==> config.mk <==
export PLATFORM = sky130hd
export DESIGN_NAME = epc_div
export DESIGN_NICKNAME = d
export VERILOG_FILES = /design/src/epc_div.sv
export SDC_FILE = /design/constraint.sdc
export NUM_CORES = 1
export LEC_CHECK = 0
export BUFFER_PORTS_ARGS = -buffer_cell sky130_fd_sc_hd__clkbuf_2
export CAP_MARGIN = 20
export CORE_MARGIN = 2
export CORE_UTILIZATION = 30
export CTS_BUF_LIST = sky130_fd_sc_hd__clkbuf_4
export DETAILED_ROUTE_END_ITERATION = 8
export SLEW_MARGIN = 20
export SYNTH_ARGS = -nofsm -noshare
export SYNTH_HDL_FRONTEND = slang
export SYNTH_SLANG_ARGS = --single-unit
==> constraint.sdc <==
create_clock -name clk_i -period 4.1 [get_ports clk_i]
set_clock_uncertainty 0.2 [all_clocks]
set_input_delay 0.615 -clock clk_i [delete_from_list [all_inputs] [get_ports clk_i]]
set_output_delay 0.615 -clock clk_i [all_outputs]
set_load 0.005 [all_outputs]
==> src/epc_div.sv <==
`default_nettype none

// restoring divider, one quotient bit per register stage
module epc_div #(
  parameter int NW = 8,
  parameter int DW = 8,
  parameter int QW = 8,
  parameter int SW = 1
) (
  input  logic          clk_i,
  input  logic          rst_ni,
  input  logic          vld_i,
  input  logic [NW-1:0] num_i,
  input  logic [DW-1:0] den_i,
  input  logic [SW-1:0] side_i,
  output logic          vld_o,
  output logic [QW-1:0] quo_o,
  output logic [SW-1:0] side_o
);

  localparam int CW = (NW > DW + QW) ? NW : DW + QW;

  logic [NW-1:0] rem_q  [QW];
  logic [DW-1:0] den_q  [QW];
  logic [QW-1:0] quo_q  [QW];
  logic [SW-1:0] side_q [QW];
  logic          vld_q  [QW];

  for (genvar g = 0; g < QW; g++) begin : g_step
    localparam int K = QW - 1 - g;
    logic [NW-1:0] rem_in;
    logic [DW-1:0] den_in;
    logic [QW-1:0] quo_in;
    logic [SW-1:0] side_in;
    logic          vld_in;
    logic [CW-1:0] trial;
    logic [CW-1:0] rem_ext;
    logic          fits;

    if (g == 0) begin : g_first
      assign rem_in  = num_i;
      assign den_in  = den_i;
      assign quo_in  = '0;
      assign side_in = side_i;
      assign vld_in  = vld_i;
    end else begin : g_next
      assign rem_in  = rem_q[g-1];
      assign den_in  = den_q[g-1];
      assign quo_in  = quo_q[g-1];
      assign side_in = side_q[g-1];
      assign vld_in  = vld_q[g-1];
    end

    // trial subtract of the shifted divisor
    assign trial   = CW'(den_in) << K;
    assign rem_ext = CW'(rem_in);
    assign fits    = rem_ext >= trial;

    always_ff @(posedge clk_i or negedge rst_ni) begin
      if (!rst_ni) begin
        vld_q[g] <= 1'b0;
      end else begin
        vld_q[g] <= vld_in;
      end
    end

    always_ff @(posedge clk_i) begin
      rem_q[g]  <= fits ? NW'(rem_ext - trial) : rem_in;
      den_q[g]  <= den_in;
      quo_q[g]  <= quo_in | (fits ? (QW'(1) << K) : QW'(0));
      side_q[g] <= side_in;
    end
  end

  assign vld_o  = vld_q[QW-1];
  assign quo_o  = quo_q[QW-1];
  assign side_o = side_q[QW-1];

endmodule

`default_nettype wire

==> flow_summary.yaml, run 1 <==
run_status:
  status: "finished, final reports clean"
cts:
  clk_latency_ns: 0.52
  ctsResizeCount: 0
  numCtsBuffers: 17
  cts_tree: "yes"
  cts_root_buf: "clkbuf_4"
  h-tree-depth: 4
  cts.clk_slew.worst_paths_ns: 0.13
  cts.sinks: 164
  cts.path.max_buffers: 2
grt:
  globalRouteOverflowTotal: 0
  grt_first_pass_wirelength_mm: 12.72
  grtUsageTotal_pct: 9.038
  grt_max_degree: 17
  grt_pass1_vias: 3026
  antenna_found_initial: 0
synthesis:
  yosysWarningCount: 0
  ys_async_sr_fraction_pct: 4.878
  ys.flop_type: "dfxtp_1"
  synthCells: 399
  avgSynthCellArea_sq_um: 12.77
  synth_nets: 461
  synth_edf_count: 0
  synth-seq-cells: 164
  synth_area_sq_um: 5095
  ys_seq_area_share_pct: 65.23
  ys_types: 46
critical_path:
  r2r-end: "rem_q[6][5]"
  r2r_cells: 7
  critPathKind: "flop to flop"
  cp_slowest_cell: "fa_1"
  rr_startpoint: "rem_q[5][1]"
  rrSetupSlack_ns: 1.65
  path_cells: "inv_1 > ha_1 > fa_1 > nand2b_1 > a21oi_1 > o31a_1 > mux2_2"
  cp.required_ns: 4.32
  critical_path.startpoint_type: "flop"
  critPathMaxStageDelay_ns: 0.40
  crit_path_max_fanout: 10
  cp.arrival_ns: 2.67
  worstSetupEndpointType: "flop"
hold_path:
  min_to: "quo_q[1][7]"
  hold_depth: 0
  hp-class: "flop to flop"
  min_from: "quo_q[0][31]"
finish:
  finalNetCount: 526
  final_cell_mix: "156 x dfxtp_1, 50 x inv_1, 36 x ha_1, 29 x clkbuf_2, 19 x clkbuf_4"
  final_area_sq_um: 5947
  final_common_cell: "dfxtp_1"
  utilization_pct: 35.86
  drive_above_1_share_pct: 15.51
  area_growth_pct: 16.72
  num_antenna_cells: 0
detailed_routing:
  dr_wl_met2_mm: 3.658
  wirelength_mm: 7.233
  drt_iter0_drc: 112
  detail_route.first_pass.iterations: 4
  wl_met3_um: 297
  wl_per_cell_um: 10.38
  ant_nets: 0
  route.detailed.drc: 0
  vias: 2862
  top_layer: "met4"
  via_per_inst: 4.106
  wl_met1_mm: 3.154
die:
  chipWidth_um: 134.3
  die_area_sq_um: 18040
  std_cell_rows: 47
  io_pins: 30
  start_util_pct: 30.72
  coreArea_sq_um: 16580
  chipHeight_um: 134.3
sta:
  worst_pin_slew_ns: 0.5890
  fin_crit_sh_pct: 59.76
  drv_slew: 0
  fmax_mhz: 408.1
  relSlewSlack_pct: 60.56
  setup_viol: 0
  rsz0062_at_grt: "no"
  hold_violations: 0
  setup_total_negative_slack_ns: 0
  period_needed_ns: 2.450
power_and_ir_drop:
  p_per_area_nw_per_um2: 482.8
  peakVddDrop_mv: 0.2611
  leakage_nw: 2.657
place:
  placed_area_sq_um: 5514
  routabilityCongestion: 0.7553
  port_buffers: 29
  hpwl_mm: 5.292
job:
  maxCapViolCount: 0
-- how the worst max path moves through the flow --
stage / startpoint / to / slack [ns] / depth (start not counted)
2_1_floorplan: rem_q[5][1] / rem_q[6][3] / 1.89 / 8
3_3_place_gp: rem_q[5][1] / rem_q[6][4] / 1.73 / 7
3_5_place_dp: rem_q[5][1] / rem_q[6][4] / 1.66 / 7
4_1_cts: rem_q[5][1] / rem_q[6][5] / 1.62 / 7
5_1_grt: rem_q[5][1] / rem_q[6][4] / 1.51 / 7
6_report: rem_q[5][1] / rem_q[6][5] / 1.65 / 7
-- flip-flops by register name, indices dropped and copies added (netlist names) --
signal and count:
side_q 8, rem_q 56, den_q 56, vld_o 1
quo_q 36, g_step.vld_in 7
-- cell families (layout without fill, tap and decap cells) --
logic type               Yosys count  count (layout)  synth area share, %
flip-flops                       164             164                65.23
AO/OA/AOI/OAI                     57              57                7.736
AND/OR/NAND/NOR                   56              56                6.434
buffers and inverters             52             130                3.855
adder cells (fa/ha/maj)           42              42                11.20
multiplexers                      18              18                3.831
XOR/XNOR                          10              10                1.719
-- cells in the mapped netlist, drive strengths merged, types with 3 or more instances --
cell	n	share of area (%)
a21o	5	0.74
a21oi	16	1.6
a31oi	3	0.49
dfrtp	8	3.9
dfxtp	156	61
fa	6	2.4
ha	36	8.8
inv	50	3.7
mux2	9	2.1
mux2i	9	1.8
nand2	10	0.74
nand2b	5	0.61
nor2	11	0.81
nor2b	6	0.74
nor3	3	0.52
nor4	5	0.61
o21ai	13	1.3
o31a	3	0.52
o31ai	3	0.54
or4	4	0.66
xnor2	8	1.4
-- routing by layer --
metal / track usage (%) / up-vias
met3: 4.384 / 11
li1: - / 1470
met2: 15.45 / 49
met1: 9.134 / 1332
met5: 0 / -
met4: 4.678 / 0
-- critical path: cells and delay by family (launching register included) --
family | cells | cell delay, ns
simple gates | 1 | 0.17
fa+ha+maj | 2 | 0.62
buf+inv | 1 | 0.05
flops | 1 | 0.35
mux | 1 | 0.38
compound gates | 2 | 0.58
-- through the flow --
step / power, mW / instances / hold WS, ns / worst slack [ns]
after floorplan: 1.978 / 399 / 0.1096 / 1.886
after global placement: 2.046 / 647 / 0.1111 / 1.726
after detailed placement: 2.060 / 647 / 0.1121 / 1.661
after CTS: 2.916 / 697 / 0.06995 / 1.618
after global routing: 3.047 / 697 / 0.06354 / 1.506
final: 2.871 / 697 / 0.1355 / 1.650
-- cell type report --
class,instances,area (sq um)
flip-flops and latches,164,3323
repair buffers,48,332.8
fillers,1649,10640
multi-input cells,183,1575
clock inverters,13,110.1
inverters,50,187.7
clock buffers,19,142.6
well taps,220,275.3
-- report_power, final --
| part | switching (mW) | internal [mW] |
|---|---|---|
| logic | 0.144 | 0.150 |
| clock network | 0.523 | 0.312 |
| registers | 0.0456 | 1.70 |
-- repair_timing --
item	CTS	global route
hold buffers	18	0
endpoints found under the hold margin	25	0
setup buffers	0	0
Power figures use the tool's default switching activity.
==> inputs of run 2 (changes only) <==
==> constraint.sdc (replaced) <==
create_clock -name clk_i -period 2.5 [get_ports clk_i]
set_clock_uncertainty 0.2 [all_clocks]
set_input_delay 0.375 -clock clk_i [delete_from_list [all_inputs] [get_ports clk_i]]
set_output_delay 0.375 -clock clk_i [all_outputs]
set_load 0.005 [all_outputs]
==> run 2 against run 1 <==
  * First-iteration DRC count increased by 8.0%
  * Critical path type unchanged
  * Die area unchanged
  * Sequential power increased by 64%
  * Core utilization increased by 0.20 points
  * Worst hold slack got worse by 0.0077 ns
  * Global-route usage about the same
  * Power increased by 64%
  * Routed wire length decreased by 1.2%
==> flow_summary.yaml, run 2 (synthesized netlist as in run 1, its figures left out) <==
run_status:
  status: "finished, final reports clean"
power_and_ir_drop:
  peakVddDrop_mv: 0.6296
  leakage_nw: 2.679
  power.total_mw: 4.717
  p_per_area_nw_per_um2: 788.6
grt:
  use_met2_pct: 15.45
  grt_pass1_vias: 3051
  grt.busiest_layer: "met2"
  grtUsageTotal_pct: 9.073
  globalRouteOverflowTotal: 0
  grt_max_degree: 17
  grt_use_met1_pct: 9.739
  antenna_found_initial: 0
  grt_first_pass_wirelength_mm: 13.04
  globalRouteMet3Util_pct: 4.044
detailed_routing:
  route.detailed.drc: 0
  vias: 2866
  wl_per_cell_um: 10.19
  via_per_inst: 4.088
  detail_route.first_pass.iterations: 4
  wirelength_mm: 7.143
  drt_iter0_drc: 121
  ant_nets: 0
place:
  hpwl_mm: 5.317
  port_buffers: 29
  routabilityCongestion: 0.8176
critical_path:
  critical_path.startpoint_type: "flop"
  cp.required_ns: 2.72
  crit_path_max_fanout: 7
  critPathKind: "flop to flop"
  critPathTopFamily: "adder cells"
  critPathMaxStageDelay_ns: 0.40
  worstSetupEndpointType: "flop"
  cp_slowest_cell: "fa_1"
  cp.arrival_ns: 2.60
  path_cells: "inv_1 > ha_1 > fa_1 > nand2b_1 > a21oi_1 > o31a_1 > mux2_2"
  cp.buffers_inverters: 1
cts:
  cts.path.max_buffers: 2
  cts.clk_slew.worst_paths_ns: 0.13
  cts.sinks: 164
  numCtsBuffers: 17
  clk_latency_ns: 0.52
  h-tree-depth: 4
  ctsResizeCount: 0
  cts_root_buf: "clkbuf_4"
  cts_tree: "yes"
job:
  maxCapViolCount: 0
die:
  start_util_pct: 30.72
  coreArea_sq_um: 16580
  chipWidth_um: 134.3
  die_area_sq_um: 18040
  std_cell_rows: 47
  chipHeight_um: 134.3
  io_pins: 30
sta:
  fin_crit_sh_pct: 94.90
  period_needed_ns: 2.372
  worst_pin_slew_ns: 0.5170
  setup_viol: 0
  fmax_mhz: 421.5
  setup_total_negative_slack_ns: 0
  relSlewSlack_pct: 65.38
  rsz0062_at_grt: "no"
  drv_slew: 0
  hold_violations: 0
finish:
  final_cell_mix: "156 x dfxtp_1, 50 x inv_1, 36 x ha_1, 29 x clkbuf_2, 20 x dlygate4sd3_1"
  final_common_cell: "dfxtp_1"
  num_antenna_cells: 0
  drive_above_1_share_pct: 15.59
  finalNetCount: 530
  area_growth_pct: 17.39
  reg_top3: "den_q (56), rem_q (56), quo_q (36)"
hold_path:
  hp-class: "flop to flop"
[run 2: cell types whose count changed in the layout (fill, tap and decap cells not counted)]
cell / change
buf_4: +2
dlygate4sd3_1: +2
clkinv_1: +1
clkinv_4: -1
clkinvlp_4: -1
inv_8: +1
[run 2: stage by stage]
| stage | hold slack (ns) | util (%) | worst slack, ns | instance area [sq um] | std cells |
|---|---|---|---|---|---|
| 3_5_place_dp | 0.02615 | 33.34 | 0.1818 | 5529 | 649 |
| 4_1_cts | 0.1148 | 36.06 | 0.1533 | 5981 | 701 |
| 2_1_floorplan | -0.1206 | - | 0.2860 | 5095 | 399 |
| 5_1_grt | 0.1196 | 36.06 | 0.006058 | 5981 | 701 |
| 3_3_place_gp | 0.01726 | 33.34 | 0.2311 | 5529 | 649 |
| 6_report | 0.1278 | 36.06 | 0.1275 | 5981 | 701 |
[run 2: repair_timing]
item	CTS	global route
hold buffers	20	0
buffers inserted	0	0
setup endpoints to repair	0	5
endpoints found under the hold margin	27	0
[run 2: power breakdown]
| group | internal [mW] | total, mW | switching [mW] |
|---|---|---|---|
| Clock | 0.514 | 1.37 | 0.859 |
| Sequential | 2.78 | 2.85 | 0.0717 |
| Combinational | 0.253 | 0.490 | 0.237 |
| Total | 3.55 | 4.72 | 1.17 |
[run 2: layout make-up]
type                       count  area, sq um
tap                          220        275.3
fill                        1653        10600
sequential                   164         3323
inverter                      50        187.7
clock inverter                13        108.9
clock buffer                  19        142.6
multi-input combinational    183         1575
timing repair buffer          52        367.9
[run 2: final timing paths]
kind / start / cells past startpoint / slack, ns / to
max in group asynchronous: rst_ni / 3 / 1.23 / g_step[5].vld_in
worst min register to register: quo_q[0][22] / 0 / 0.13 / quo_q[0][30]
worst max-delay path: rem_q[5][1] / 7 / 0.13 / rem_q[6][3]
min in group asynchronous: rst_ni / 3 / 0.61 / g_step[2].vld_in
worst max register to register: rem_q[5][1] / 7 / 0.13 / rem_q[6][3]
worst min-delay path: quo_q[0][22] / 0 / 0.13 / quo_q[0][30]
[run 2: layer usage]
metal | part of all wire [%] | vias to the layer above
met5 | 0 | -
met4 | 0.85 | 0
met3 | 4.9 | 6
met2 | 51 | 64
met1 | 43 | 1306
li1 | - | 1490
